### config.mk
export PLATFORM = sky130hd
export DESIGN_NAME = drive_intake_stall_control_core
export DESIGN_NICKNAME = d
export VERILOG_FILES = /design/src/hw/rtl/disc_pkg.sv /design/src/hw/rtl/drive_intake_stall_control_core.sv
export VERILOG_INCLUDE_DIRS = /design/src /design/src/hw/rtl
export SDC_FILE = /design/constraint.sdc
export NUM_CORES = 1
export LEC_CHECK = 0
export ABC_AREA = 1
export BUFFER_PORTS_ARGS = -buffer_cell sky130_fd_sc_hd__clkbuf_2
export CAP_MARGIN = 15
export CORE_ASPECT_RATIO = 0.6
export CORE_MARGIN = 4
export CORE_UTILIZATION = 45
export DETAILED_ROUTE_END_ITERATION = 7
export GPL_ROUTABILITY_DRIVEN = 0
export PLACE_DENSITY = 0.73
export SYNTH_ARGS = -nofsm -noshare
export SYNTH_HDL_FRONTEND = slang
export SYNTH_SLANG_ARGS = --single-unit
### constraint.sdc
create_clock -name aclk -period 4.71 [get_ports aclk]
set_clock_uncertainty 0.2 [all_clocks]
set_input_delay 0.942 -clock aclk [delete_from_list [all_inputs] [get_ports aclk]]
set_output_delay 0.942 -clock aclk [all_outputs]
set_load 0.05 [all_outputs]
### src/hw/rtl/assert_macros.svh
// Assertion macros used by the RTL module of the drive and intake controller.
`ifndef ASSERT_MACROS_SVH
`define ASSERT_MACROS_SVH

// Same-cycle implication, checked outside reset.
`define ASSERT_NOW(label, clk, rstn, ante, cons) \
    label: assert property (@(posedge clk) disable iff (!(rstn)) (ante) |-> (cons)) \
        else $error("assertion failed");

// Next-cycle implication, checked outside reset.
`define ASSERT_NEXT(label, clk, rstn, ante, cons) \
    label: assert property (@(posedge clk) disable iff (!(rstn)) (ante) |=> (cons)) \
        else $error("assertion failed");

`endif

### src/hw/rtl/disc_pkg.sv
// Package with the types, codes and constants of the drive and intake controller.
`timescale 1ns / 1ps

package disc_pkg;

    localparam int unsigned TIME_BITS_DEFAULT = 32;

    localparam int unsigned S_DATA_W  = 72;
    localparam int unsigned M_DATA_W  = 48;
    localparam int unsigned CFG_ADDR_W = 3;
    localparam int unsigned CFG_DATA_W = 16;

    typedef enum logic [CFG_ADDR_W-1:0] {
        REG_DEAD_ZONE      = 3'd0,
        REG_STALL_SPEED    = 3'd1,
        REG_RECOVER_SPEED  = 3'd2,
        REG_DEBOUNCE_TIME  = 3'd3,
        REG_KICKSTART_TIME = 3'd4
    } cfg_reg_t;

    typedef enum logic [1:0] {
        MODE_REVERSE,
        MODE_FORWARD,
        MODE_SPLIT,
        MODE_STOP
    } intake_mode_t;

    localparam logic [6:0]  DEAD_ZONE_RST      = 7'd8;
    localparam logic [12:0] STALL_SPEED_RST    = 13'd600;
    localparam logic [12:0] RECOVER_SPEED_RST  = 13'd650;
    localparam logic [15:0] DEBOUNCE_TIME_RST  = 16'd200;
    localparam logic [15:0] KICKSTART_TIME_RST = 16'd300;

    localparam logic signed [7:0] CMD_MAX          = 8'sd127;
    localparam logic signed [7:0] CMD_MIN          = -8'sd127;
    localparam logic signed [7:0] CMD_REV_INTAKE   = -8'sd90;
    localparam logic signed [7:0] CMD_REV_ROLLER   = -8'sd120;
    localparam logic signed [7:0] CMD_SLOW_ROLLER  = 8'sd30;
    localparam logic signed [7:0] CMD_SPLIT_LOWER  = 8'sd120;
    localparam logic signed [7:0] CMD_SPLIT_UPPER  = 8'sd40;
    localparam logic signed [7:0] CMD_SPLIT_ROLLER = -8'sd35;
    localparam logic signed [7:0] CMD_OFF          = 8'sd0;

endpackage

### src/hw/rtl/drive_intake_stall_control_core.sv
// Top level of the drive and intake controller: stick mixing, intake modes and stall detection.
`timescale 1ns / 1ps

// One control tick enters per beat on the s_ channel and one result beat leaves on the m_
// channel. A tick is held in an input register, worked through in a single level of shallow
// logic and written, together with the controller state, into the result register; one tick
// can be taken every cycle while m_tready stays high. While a finished result waits for
// m_tready, one further tick is taken into the input register and s_tready then stays low
// until the waiting result leaves. Configuration registers are written through cfg_wr_en,
// cfg_addr and cfg_wr_data and must only be changed while no tick is in flight. Time
// differences are taken modulo 2^TIME_BITS.
module drive_intake_stall_control_core
    import disc_pkg::*;
#(
    parameter int unsigned TIME_BITS = TIME_BITS_DEFAULT
) (
    input  logic                  aclk,
    input  logic                  aresetn,
    input  logic                  s_tvalid,
    output logic                  s_tready,
    // stick_forward[7:0], stick_turn[15:8], btn_split[16], btn_forward[17], btn_reverse[18],
    // btn_loader[19], press_ears[20], press_lift[21], press_descore[22],
    // roller_speed[36:23], time_now[68:37], zero fill[71:69]
    input  logic [S_DATA_W-1:0]   s_tdata,
    output logic                  m_tvalid,
    input  logic                  m_tready,
    // left_cmd[7:0], right_cmd[15:8], lower_intake_cmd[23:16], upper_intake_cmd[31:24],
    // roller_cmd[39:32], loader_out[40], ears_out[41], lift_out[42], descore_out[43],
    // full_mode[44], zero fill[47:45]
    output logic [M_DATA_W-1:0]   m_tdata,
    input  logic                  cfg_wr_en,
    input  logic [CFG_ADDR_W-1:0] cfg_addr,
    input  logic [CFG_DATA_W-1:0] cfg_wr_data
);

    `include "assert_macros.svh"

    localparam int unsigned TW = TIME_BITS;

    // Configuration registers.
    logic [6:0]  dead_zone_reg;
    logic [12:0] stall_speed_reg;
    logic [12:0] recover_speed_reg;
    logic [15:0] debounce_time_reg;
    logic [15:0] kickstart_time_reg;

    always_ff @(posedge aclk) begin
        if (!aresetn) begin
            dead_zone_reg      <= DEAD_ZONE_RST;
            stall_speed_reg    <= STALL_SPEED_RST;
            recover_speed_reg  <= RECOVER_SPEED_RST;
            debounce_time_reg  <= DEBOUNCE_TIME_RST;
            kickstart_time_reg <= KICKSTART_TIME_RST;
        end else if (cfg_wr_en) begin
            unique case (cfg_addr)
                REG_DEAD_ZONE:      dead_zone_reg      <= cfg_wr_data[6:0];
                REG_STALL_SPEED:    stall_speed_reg    <= cfg_wr_data[12:0];
                REG_RECOVER_SPEED:  recover_speed_reg  <= cfg_wr_data[12:0];
                REG_DEBOUNCE_TIME:  debounce_time_reg  <= cfg_wr_data;
                REG_KICKSTART_TIME: kickstart_time_reg <= cfg_wr_data;
                default: ;
            endcase
        end
    end

    // Input register and handshake.
    logic                in_valid_reg;
    logic [S_DATA_W-1:0] in_data_reg;
    logic                out_valid_reg;
    logic [M_DATA_W-1:0] out_data_reg;
    logic                advance;

    assign advance  = in_valid_reg && (!out_valid_reg || m_tready);
    assign s_tready = !in_valid_reg || advance;

    always_ff @(posedge aclk) begin
        if (!aresetn) begin
            in_valid_reg <= 1'b0;
        end else if (s_tready) begin
            in_valid_reg <= s_tvalid;
        end
    end

    always_ff @(posedge aclk) begin
        if (s_tready && s_tvalid) begin
            in_data_reg <= s_tdata;
        end
    end

    // Field extraction.
    logic signed [7:0]  stick_forward;
    logic signed [7:0]  stick_turn;
    logic               btn_split;
    logic               btn_forward;
    logic               btn_reverse;
    logic               btn_loader;
    logic               press_ears;
    logic               press_lift;
    logic               press_descore;
    logic signed [13:0] roller_speed;
    logic [31:0]        time_now;
    logic [TW-1:0]      now;

    assign stick_forward = in_data_reg[7:0];
    assign stick_turn    = in_data_reg[15:8];
    assign btn_split     = in_data_reg[16];
    assign btn_forward   = in_data_reg[17];
    assign btn_reverse   = in_data_reg[18];
    assign btn_loader    = in_data_reg[19];
    assign press_ears    = in_data_reg[20];
    assign press_lift    = in_data_reg[21];
    assign press_descore = in_data_reg[22];
    assign roller_speed  = in_data_reg[36:23];
    assign time_now      = in_data_reg[68:37];
    assign now           = TW'(time_now);

    // Drive mixing.
    logic signed [8:0] fwd_ext;
    logic signed [8:0] turn_ext;
    logic [8:0]        fwd_mag;
    logic [8:0]        turn_mag;
    logic signed [8:0] fwd_dz;
    logic signed [8:0] turn_dz;
    logic signed [8:0] left_sum;
    logic signed [8:0] right_sum;
    logic signed [7:0] left_cmd;
    logic signed [7:0] right_cmd;

    assign fwd_ext  = {stick_forward[7], stick_forward};
    assign turn_ext = {stick_turn[7], stick_turn};
    assign fwd_mag  = fwd_ext[8] ? 9'(-fwd_ext) : fwd_ext;
    assign turn_mag = turn_ext[8] ? 9'(-turn_ext) : turn_ext;
    assign fwd_dz   = (fwd_mag < {2'b00, dead_zone_reg}) ? 9'sd0 : fwd_ext;
    assign turn_dz  = (turn_mag < {2'b00, dead_zone_reg}) ? 9'sd0 : turn_ext;
    assign left_sum  = fwd_dz + turn_dz;
    assign right_sum = fwd_dz - turn_dz;

    always_comb begin
        if (left_sum > 9'sd127) begin
            left_cmd = CMD_MAX;
        end else if (left_sum < -9'sd127) begin
            left_cmd = CMD_MIN;
        end else begin
            left_cmd = left_sum[7:0];
        end
        if (right_sum > 9'sd127) begin
            right_cmd = CMD_MAX;
        end else if (right_sum < -9'sd127) begin
            right_cmd = CMD_MIN;
        end else begin
            right_cmd = right_sum[7:0];
        end
    end

    // Controller state.
    logic              ears_down_reg, ears_down_next;
    logic              lift_down_reg, lift_down_next;
    logic              descore_down_reg, descore_down_next;
    logic              roller_allowed_reg, roller_allowed_next;
    logic              press_valid_reg, press_valid_next;
    logic              change_valid_reg, change_valid_next;
    logic [TW-1:0]     press_start_reg, press_start_next;
    logic [TW-1:0]     change_start_reg, change_start_next;
    logic signed [7:0] last_lower_reg, last_lower_next;
    logic signed [7:0] last_upper_reg, last_upper_next;
    logic signed [7:0] last_roller_reg, last_roller_next;

    intake_mode_t mode;

    always_comb begin
        if (btn_reverse) begin
            mode = MODE_REVERSE;
        end else if (btn_forward) begin
            mode = MODE_FORWARD;
        end else if (btn_split) begin
            mode = MODE_SPLIT;
        end else begin
            mode = MODE_STOP;
        end
    end

    // Stall detector timing and speed checks.
    logic [14:0]   speed_mag;
    logic [TW-1:0] press_ref;
    logic [TW-1:0] change_ref;
    logic [TW-1:0] press_age;
    logic [TW-1:0] change_age;
    logic          kick_done;
    logic          debounce_done;
    logic          toward_slow;
    logic          toward_full;

    assign speed_mag     = roller_speed[13] ? 15'(-roller_speed) : {1'b0, roller_speed};
    assign press_ref     = press_valid_reg ? press_start_reg : now;
    assign change_ref    = change_valid_reg ? change_start_reg : now;
    assign press_age     = now - press_ref;
    assign change_age    = now - change_ref;
    assign kick_done     = {16'd0, press_age} > {{TW{1'b0}}, kickstart_time_reg};
    assign debounce_done = {16'd0, change_age} > {{TW{1'b0}}, debounce_time_reg};
    assign toward_slow   = roller_allowed_reg && (speed_mag < {2'b00, stall_speed_reg});
    assign toward_full   = !roller_allowed_reg && (speed_mag > {2'b00, recover_speed_reg});

    logic signed [7:0] intake_spd;
    logic signed [7:0] roller_spd;

    always_comb begin
        roller_allowed_next = roller_allowed_reg;
        press_valid_next    = press_valid_reg;
        press_start_next    = press_start_reg;
        change_valid_next   = change_valid_reg;
        change_start_next   = change_start_reg;
        intake_spd          = CMD_OFF;
        roller_spd          = CMD_OFF;
        unique case (mode)
            MODE_REVERSE: begin
                intake_spd          = CMD_REV_INTAKE;
                roller_spd          = CMD_REV_ROLLER;
                roller_allowed_next = 1'b1;
                press_valid_next    = 1'b0;
            end
            MODE_FORWARD: begin
                press_start_next = press_ref;
                press_valid_next = 1'b1;
                intake_spd       = CMD_MAX;
                roller_spd       = CMD_MAX;
                if (ears_down_reg) begin
                    if (kick_done) begin
                        if (toward_slow || toward_full) begin
                            change_start_next = change_ref;
                            change_valid_next = 1'b1;
                            if (debounce_done) begin
                                roller_allowed_next = toward_full;
                                change_valid_next   = 1'b0;
                            end
                        end else begin
                            change_valid_next = 1'b0;
                        end
                    end
                    if (!roller_allowed_next) begin
                        roller_spd = CMD_SLOW_ROLLER;
                    end
                end else begin
                    roller_allowed_next = 1'b1;
                end
            end
            MODE_SPLIT: begin
                press_valid_next = 1'b0;
            end
            MODE_STOP: begin
                roller_allowed_next = 1'b1;
                press_valid_next    = 1'b0;
            end
            default: ;
        endcase
    end

    // Motor commands are held while split is pressed together with another intake button.
    always_comb begin
        last_lower_next  = last_lower_reg;
        last_upper_next  = last_upper_reg;
        last_roller_next = last_roller_reg;
        if (!btn_split) begin
            last_lower_next  = intake_spd;
            last_upper_next  = intake_spd;
            last_roller_next = roller_spd;
        end else if (mode == MODE_SPLIT) begin
            last_lower_next  = CMD_SPLIT_LOWER;
            last_upper_next  = CMD_SPLIT_UPPER;
            last_roller_next = CMD_SPLIT_ROLLER;
        end
    end

    assign ears_down_next    = ears_down_reg ^ press_ears;
    assign lift_down_next    = lift_down_reg ^ press_lift;
    assign descore_down_next = descore_down_reg ^ press_descore;

    always_ff @(posedge aclk) begin
        if (!aresetn) begin
            ears_down_reg      <= 1'b0;
            lift_down_reg      <= 1'b0;
            descore_down_reg   <= 1'b0;
            roller_allowed_reg <= 1'b1;
            press_valid_reg    <= 1'b0;
            change_valid_reg   <= 1'b0;
            last_lower_reg     <= CMD_OFF;
            last_upper_reg     <= CMD_OFF;
            last_roller_reg    <= CMD_OFF;
        end else if (advance) begin
            ears_down_reg      <= ears_down_next;
            lift_down_reg      <= lift_down_next;
            descore_down_reg   <= descore_down_next;
            roller_allowed_reg <= roller_allowed_next;
            press_valid_reg    <= press_valid_next;
            change_valid_reg   <= change_valid_next;
            last_lower_reg     <= last_lower_next;
            last_upper_reg     <= last_upper_next;
            last_roller_reg    <= last_roller_next;
        end
    end

    always_ff @(posedge aclk) begin
        if (advance) begin
            press_start_reg  <= press_start_next;
            change_start_reg <= change_start_next;
        end
    end

    // Result register.
    always_ff @(posedge aclk) begin
        if (!aresetn) begin
            out_valid_reg <= 1'b0;
        end else if (advance) begin
            out_valid_reg <= 1'b1;
        end else if (m_tready) begin
            out_valid_reg <= 1'b0;
        end
    end

    always_ff @(posedge aclk) begin
        if (advance) begin
            out_data_reg <= {3'b000, roller_allowed_next, descore_down_next, lift_down_next,
                             ears_down_next, btn_loader, last_roller_next, last_upper_next,
                             last_lower_next, right_cmd, left_cmd};
        end
    end

    assign m_tvalid = out_valid_reg;
    assign m_tdata  = out_data_reg;

    `ASSERT_NOW(a_no_take_when_blocked, aclk, aresetn,
        in_valid_reg && out_valid_reg && !m_tready, !s_tready)
    `ASSERT_NEXT(a_allowed_after_rev_stop, aclk, aresetn,
        advance && (mode == MODE_REVERSE || mode == MODE_STOP), roller_allowed_reg)
    `ASSERT_NEXT(a_split_commands, aclk, aresetn,
        advance && mode == MODE_SPLIT, last_roller_reg == CMD_SPLIT_ROLLER)
    `ASSERT_NEXT(a_state_holds_idle, aclk, aresetn,
        !advance, $stable(roller_allowed_reg) && $stable(ears_down_reg))

endmodule

; Yosys cells after proc, flatten, opt, wreduce, memory -nomap -nowiden
; Index checks and enable logic that the tools add are counted.
[totals]
reg_bits = 275
input_bits = 96
out_inout_bits = 50
elab_cells = 110
[op_classes]
n_addsub = 7
order_cmp = 10
eq_ne = 7
mux = 34
bitwise = 3
n_reduce_logical = 25
[ops]
columns = operator, n
row1 = 32-bit by 16-bit > comparator with 1-bit output, 2
row2 = 32-bit 2-to-1 mux, 2
row3 = 8-bit 2-to-1 mux, 8
row4 = 32-bit subtractor, 2
row5 = 9-bit 2-to-1 mux, 4
row6 = 8-bit case mux with 2 select lines, 2
row7 = "9-bit by 8-bit > comparator with 1-bit output, second input constant", 2
row8 = 9-bit by 7-bit less-than comparator with 1-bit output, 2
row9 = "9-bit by 8-bit less-than comparator with 1-bit output, second input constant", 2
row10 = 8-bit negator with 9-bit output, 2
row11 = 15-bit by 13-bit > comparator with 1-bit output, 1
row12 = 15-bit by 13-bit less-than comparator with 1-bit output, 1
row13 = 15-bit 2-to-1 mux, 1
row14 = 14-bit negator with 15-bit output, 1
row15 = 7-bit 2-to-1 mux, 2
row16 = 2-bit AND reduction, 6
row17 = 1-bit 2-to-1 mux, 11
row18 = 9-bit adder, 1
row19 = 9-bit subtractor, 1
row20 = "3-bit by 2-bit equality test with 1-bit output, second input constant", 2
row21 = 2-bit OR reduction, 3
row22 = 5-bit AND reduction, 1
row23 = "2-bit equality test, second input constant", 2
row24 = 1-bit logical AND, 4
row25 = 13 further kinds, 21

; Depth between registers and ports, before layout
[logic_depth]
ltp_word = 13
mapped_depth = 36
mapped_depth_nobuf = 35

; Worst setup path after synthesis
; OpenSTA, ideal clock, no wires.
[synth_timing]
kind = register -> register
from = register press_valid_reg
to = register change_start_reg[0] (enable)
setup_ns = 0.421
arrival_time_ns = 4.449
required_time_ns = 4.089
slack_ns = -0.360
stages_incl_launch_ff = 24
n_path_buf = 1
synth_period_minus_slack_ns = 5.070
path_cell_list = dfxtp_1 inv_1 clkbuf_1 or2_2 o21ai_0 ha_1 a21oi_2 nand2_2 nand2_1 nand3_2 nand3_1 nand2_1 xor2_1 ha_1 nand2_1 inv_1 nand3_1 nor2_1 nand2_1 nand2_1 inv_1 o211ai_2 nand4_1 nor2_1
[synth_between]
elab_chain_len = 4
[synth_lines]
columns = element, line
row1 = from (decl), drive_intake_stall_control_core.sv:160  ; logic press_valid_reg, press_valid_next;
row2 = from (signal assigned), drive_intake_stall_control_core.sv:293  ; press_valid_reg <= press_valid_next;
row3 = 32-bit 2-to-1 mux, drive_intake_stall_control_core.sv:194  ; assign press_ref = press_valid_reg ? press_start_reg : now;
row4 = 32-bit subtractor, drive_intake_stall_control_core.sv:196  ; assign press_age = now - press_ref;
row5 = 32-bit by 16-bit > comparator with 1-bit output, drive_intake_stall_control_core.sv:198  ; assign kick_done = {16'd0, press_age} > {{TW{1'b0}}, kickstart_time_reg};
row6 = 5-bit AND reduction (no source line), -
row7 = to (signal assigned), drive_intake_stall_control_core.sv:304  ; change_start_reg <= change_start_next;
row8 = to (decl), drive_intake_stall_control_core.sv:163  ; logic [TW-1:0] change_start_reg, change_start_next;
; No other way between the ends.
; A chain may end at the register's enable or synchronous reset.

; Final worst setup path
[layout_timing]
from = register in_data_reg[0]
to = register out_data_reg[5] (netlist: m_tdata[5]) (data pin)
[layout_between]
elab_chain_len = 7
elab_cells_between_ends = 8
cone_classes = add/sub: 2 / order compare: 3 / mux: 3
[layout_lines]
columns = element, line
row1 = from (decl), drive_intake_stall_control_core.sv:68  ; logic [S_DATA_W-1:0] in_data_reg;
row2 = from (signal assigned), drive_intake_stall_control_core.sv:86  ; in_data_reg <= s_tdata;
row3 = 8-bit negator with 9-bit output, drive_intake_stall_control_core.sv:131  ; assign fwd_mag = fwd_ext[8] ? 9'(-fwd_ext) : fwd_ext;
row4 = 9-bit 2-to-1 mux, drive_intake_stall_control_core.sv:131
row5 = 9-bit by 7-bit less-than comparator with 1-bit output, drive_intake_stall_control_core.sv:133  ; assign fwd_dz = (fwd_mag < {2'b00, dead_zone_reg}) ? 9'sd0 : fwd_ext;
row6 = 9-bit 2-to-1 mux (*), drive_intake_stall_control_core.sv:133
row7 = 9-bit adder (*), drive_intake_stall_control_core.sv:135  ; assign left_sum = fwd_dz + turn_dz;
row8 = 9-bit by 8-bit less-than comparator with 1-bit output, drive_intake_stall_control_core.sv:141  ; end else if (left_sum < -9'sd127) begin
row9 = 8-bit 2-to-1 mux, drive_intake_stall_control_core.sv:141
row10 = to (signal assigned), drive_intake_stall_control_core.sv:321  ; out_data_reg <= {3'b000, roller_allowed_next, descore_down_next, lift_down_next,
row11 = to (decl), drive_intake_stall_control_core.sv:70  ; logic [M_DATA_W-1:0] out_data_reg;
; Every way passes the cells marked *; elsewhere a longest branch is shown, timed or not.

==> flow_summary_export.csv <==
group,metric,value,unit
pwr,p_leak,9.932,nW
placement,portBuffers,139,
yosys,synth_cell_types,50,
yosys,synth_top_cell_area_share,0.2957,
clock_network,clkSlewWorstSetupHoldPaths,0.07,ns
clock_network,clk_latency,0.57,ns
floorplanning,core,39380,µm²
sta,slew_violations,0,
yosys,ys_top_cells_by_area,"edfxtp_1, dfxtp_1, ha_1",
pwr,peakVddDrop,326.2,µV
finish,area_delta_synth_final,17.81,%
worst_hold_path,worst_hold_path.num_cells,0,
finish,largest_register_ff_count,69,
detailed_routing,drtAntennaViolNets,0,
floorplanning,die_h,163.2,µm
clock_network,cts-root-buf,"clkbuf_16",
finish,seq_area,7292,µm²
global_routing,antenna_found_initial,1,
setup_path,worst-setup-path-type,"register to register",
setup_path,r2r_start,"in_data_reg[0]$_DFFE_PP_",
floorplanning,ios,146,
setup_path,endpoint_kind,"register",
floorplanning,dieArea,43540,µm²
global_routing,grtUsageTotal,0.2137,
yosys,ys_ff_latch,275,
detailed_routing,dr.pass1.iters,5,
pwr,power_density,344.9,nW/µm²
detailed_routing,vias,16010,
clock_network,cts_buffers,28,
yosys,syn_area,18070,µm²
global_routing,grt_max_degree,85,
finish,num-nets-final,2776,
setup_path,cp.arrival,4.93,ns
floorplanning,die_w,266.7,µm
worst_hold_path,worstHoldPathType,"register to register",
placement,dpl.hpwl,37180,µm
yosys,avgSynthCellArea,7.770,µm²
global_routing,top_usage_layer,"met2",
finish,final_common_cell,"nand2_1",
setup_path,cp_data_required_time,4.94,ns
finish,finalNonFillerCells,3069,
finish,multi_input_area,9499,µm²
setup_path,crit_fanout,5,
worst_hold_path,min_from,"in_data_reg[19]$_DFFE_PP_",
placement,place_area,19520,µm²
sta,fin_crit,4.705,ns
clock_network,h-tree-depth,1,
detailed_routing,via_per_inst,5.218,
global_routing,overflow,0,
global_routing,grt_pass1_vias,14700,
sta,finalHoldViolCount,0,
setup_path,reg2reg_to,"m_tdata[5]$_SDFFCE_PN1P_",
global_routing,met3_usage,0.03463,
setup_path,r2r_cells,24,
yosys,yosysTopAreaCell,"edfxtp_1",
clock_network,cts.sinks,275,
setup_path,start_kind,"register",
global_routing,use_met1,0.3220,
sta,tightestPinTransition,0.9082,ns
finish,layout_common_cells,"nand2_1, inv_1, edfxtp_1",
worst_hold_path,worstHoldEndpoint,"m_tdata[40]$_DFFE_PP_",
clock_network,cts_hold_buf,0,
floorplanning,std_cell_rows,56,
finish,design_area,21290,µm²
detailed_routing,drc,0,
floorplanning,start_util,0.4590,
yosys,ys_warn_count,0,
job,maxCapViolations,0,
sta,setup_ws,0.004769,ns
clock_network,cts_tree,"done",
global_routing,use_met2,0.3237,
global_routing,grt_pass1_wl,75240,µm
clock_network,cts_buffer_depth,3,
finish,fin_util,0.5407,
yosys,syn_inst,2326,
finish,layout-drive-gt1-share,0.2015,
placement,place_ws,-0.1439,ns
setup_path,r2r_setup_slack,0.005,ns
finish,fillerInstances,3548,
run_status,status,"finished, final reports clean",
placement,dp.cells,2980,
detailed_routing,routedWlPerCell,15.97,µm
detailed_routing,routed_wirelength,49000,µm
sta,fin_tns_setup,0,ns
detailed_routing,drtIter0Drc,1484,
sta,fin_crit_sh,0.9990,
yosys,seq_area_frac_synth,0.4032,
sta,max_slew_margin,0.3945,
sta,clock.fmax,0.2125,GHz
sta,finalSetupViolCount,0,
sta,rsz0062_at_grt,"yes",
-- metal layers --
layer	vias up	wire length (µm)	share of wire
met1	7403	22870	0.47
met3	77	4357	0.089
met5	-	0	0
met4	0	1089	0.022
li1	7965	-	-
met2	568	20680	0.42
-- kinds of logic after synthesis --
family / count (synthesis) / synth area share
AO/OA/AOI/OAI: 424 / 0.1284
adder cells (fa/ha/maj): 156 / 0.1097
other: 1 / 0.0002075
AND/OR/NAND/NOR: 945 / 0.2302
XOR/XNOR: 64 / 0.03101
buffers and inverters: 461 / 0.09733
flip-flops: 275 / 0.4032
-- final cells by class --
class / count / share of cell area
multi-input cells: 1592 / 0.4461
flip-flops and latches: 275 / 0.3425
inverters: 420 / 0.07445
repair buffers: 207 / 0.05976
clock buffers: 29 / 0.03308
well taps: 522 / 0.03068
clock inverters: 23 / 0.01328
diodes: 1 / 0.0001175
-- worst max path at each step --
stage,from,end,slack [ns],cells after the start
2_1_floorplan,in_data_reg[8]$_DFFE_PP_,m_tdata[11]$_SDFFCE_PN1P_,0.03,23
3_3_place_gp,in_data_reg[8]$_DFFE_PP_,m_tdata[12]$_SDFFCE_PN1P_,-0.002,25
3_5_place_dp,in_data_reg[9]$_DFFE_PP_,m_tdata[12]$_SDFFCE_PN1P_,-0.14,25
4_1_cts,in_data_reg[8]$_DFFE_PP_,m_tdata[4]$_SDFFCE_PN1P_,-0.008,25
5_1_grt,in_data_reg[0]$_DFFE_PP_,m_tdata[4]$_SDFFCE_PN1P_,-0.22,24
6_report,in_data_reg[0]$_DFFE_PP_,m_tdata[5]$_SDFFCE_PN1P_,0.005,24
-- timing repair --
item                                    CTS  global route
resized for setup                        11           140
cloned                                    0             1
pin swaps                                 5            46
endpoints found under the setup margin   20            56
buffers inserted                          1            34
-- through the flow --
step / power [mW] / hold slack [ns]
2_1_floorplan: 4.191 / 0.2003
3_3_place_gp: 4.668 / 0.2010
3_5_place_dp: 4.729 / 0.2124
4_1_cts: 7.156 / 0.2275
5_1_grt: 7.737 / 0.2449
6_report: 7.344 / 0.2248
-- critical path, cell delays in order, from the launching register on --
cell and delay [ns]:
edfxtp_1 0.41, buf_4 0.15, nor3_1 0.28, nor2_1 0.10, xor2_1 0.16, ha_1 0.28, a21oi_1 0.12, nor2_1 0.06
o21a_1 0.17, o21a_1 0.20, a311oi_4 0.29, buf_6 0.17, buf_4 0.12, nor2_1 0.07, ha_1 0.41, inv_1 0.13
a21oi_1 0.20, o21bai_2 0.10, buf_4 0.15, xor2_2 0.15, nand4_1 0.09, nand2_1 0.07, o21ai_2 0.23, nand2_4 0.10
o21ai_2 0.12
-- cells in the mapped netlist, drive strengths merged --
cell and instances:
a211oi 9, xnor2 3, nand2 518, inv 418, nor3 22, conb 1, and2 6, or2 62
a21oi 163, nand3 94, o21a 5, xor2 61, a41oi 2, o31ai 4, edfxtp 178, fa 4
a311oi 1, a31oi 10, nand3b 4, dfxtp 97, a221oi 1, clkinv 2, clkbuf 32, a22oi 2
nand4 23, nor2 211, o21bai 15, nor4 4, buf 9, o21ai 189, or3 1, ha 152
a21o 5, o211ai 18
-- where the power goes --
group / internal [mW] / leakage (nW) / switching (mW)
clock network: 1.38 / 0.481 / 1.02
logic: 0.764 / 6.98 / 1.37
registers: 2.73 / 2.47 / 0.0788
total: 4.88 / 9.93 / 2.47
(Power assumes the default switching activity.)
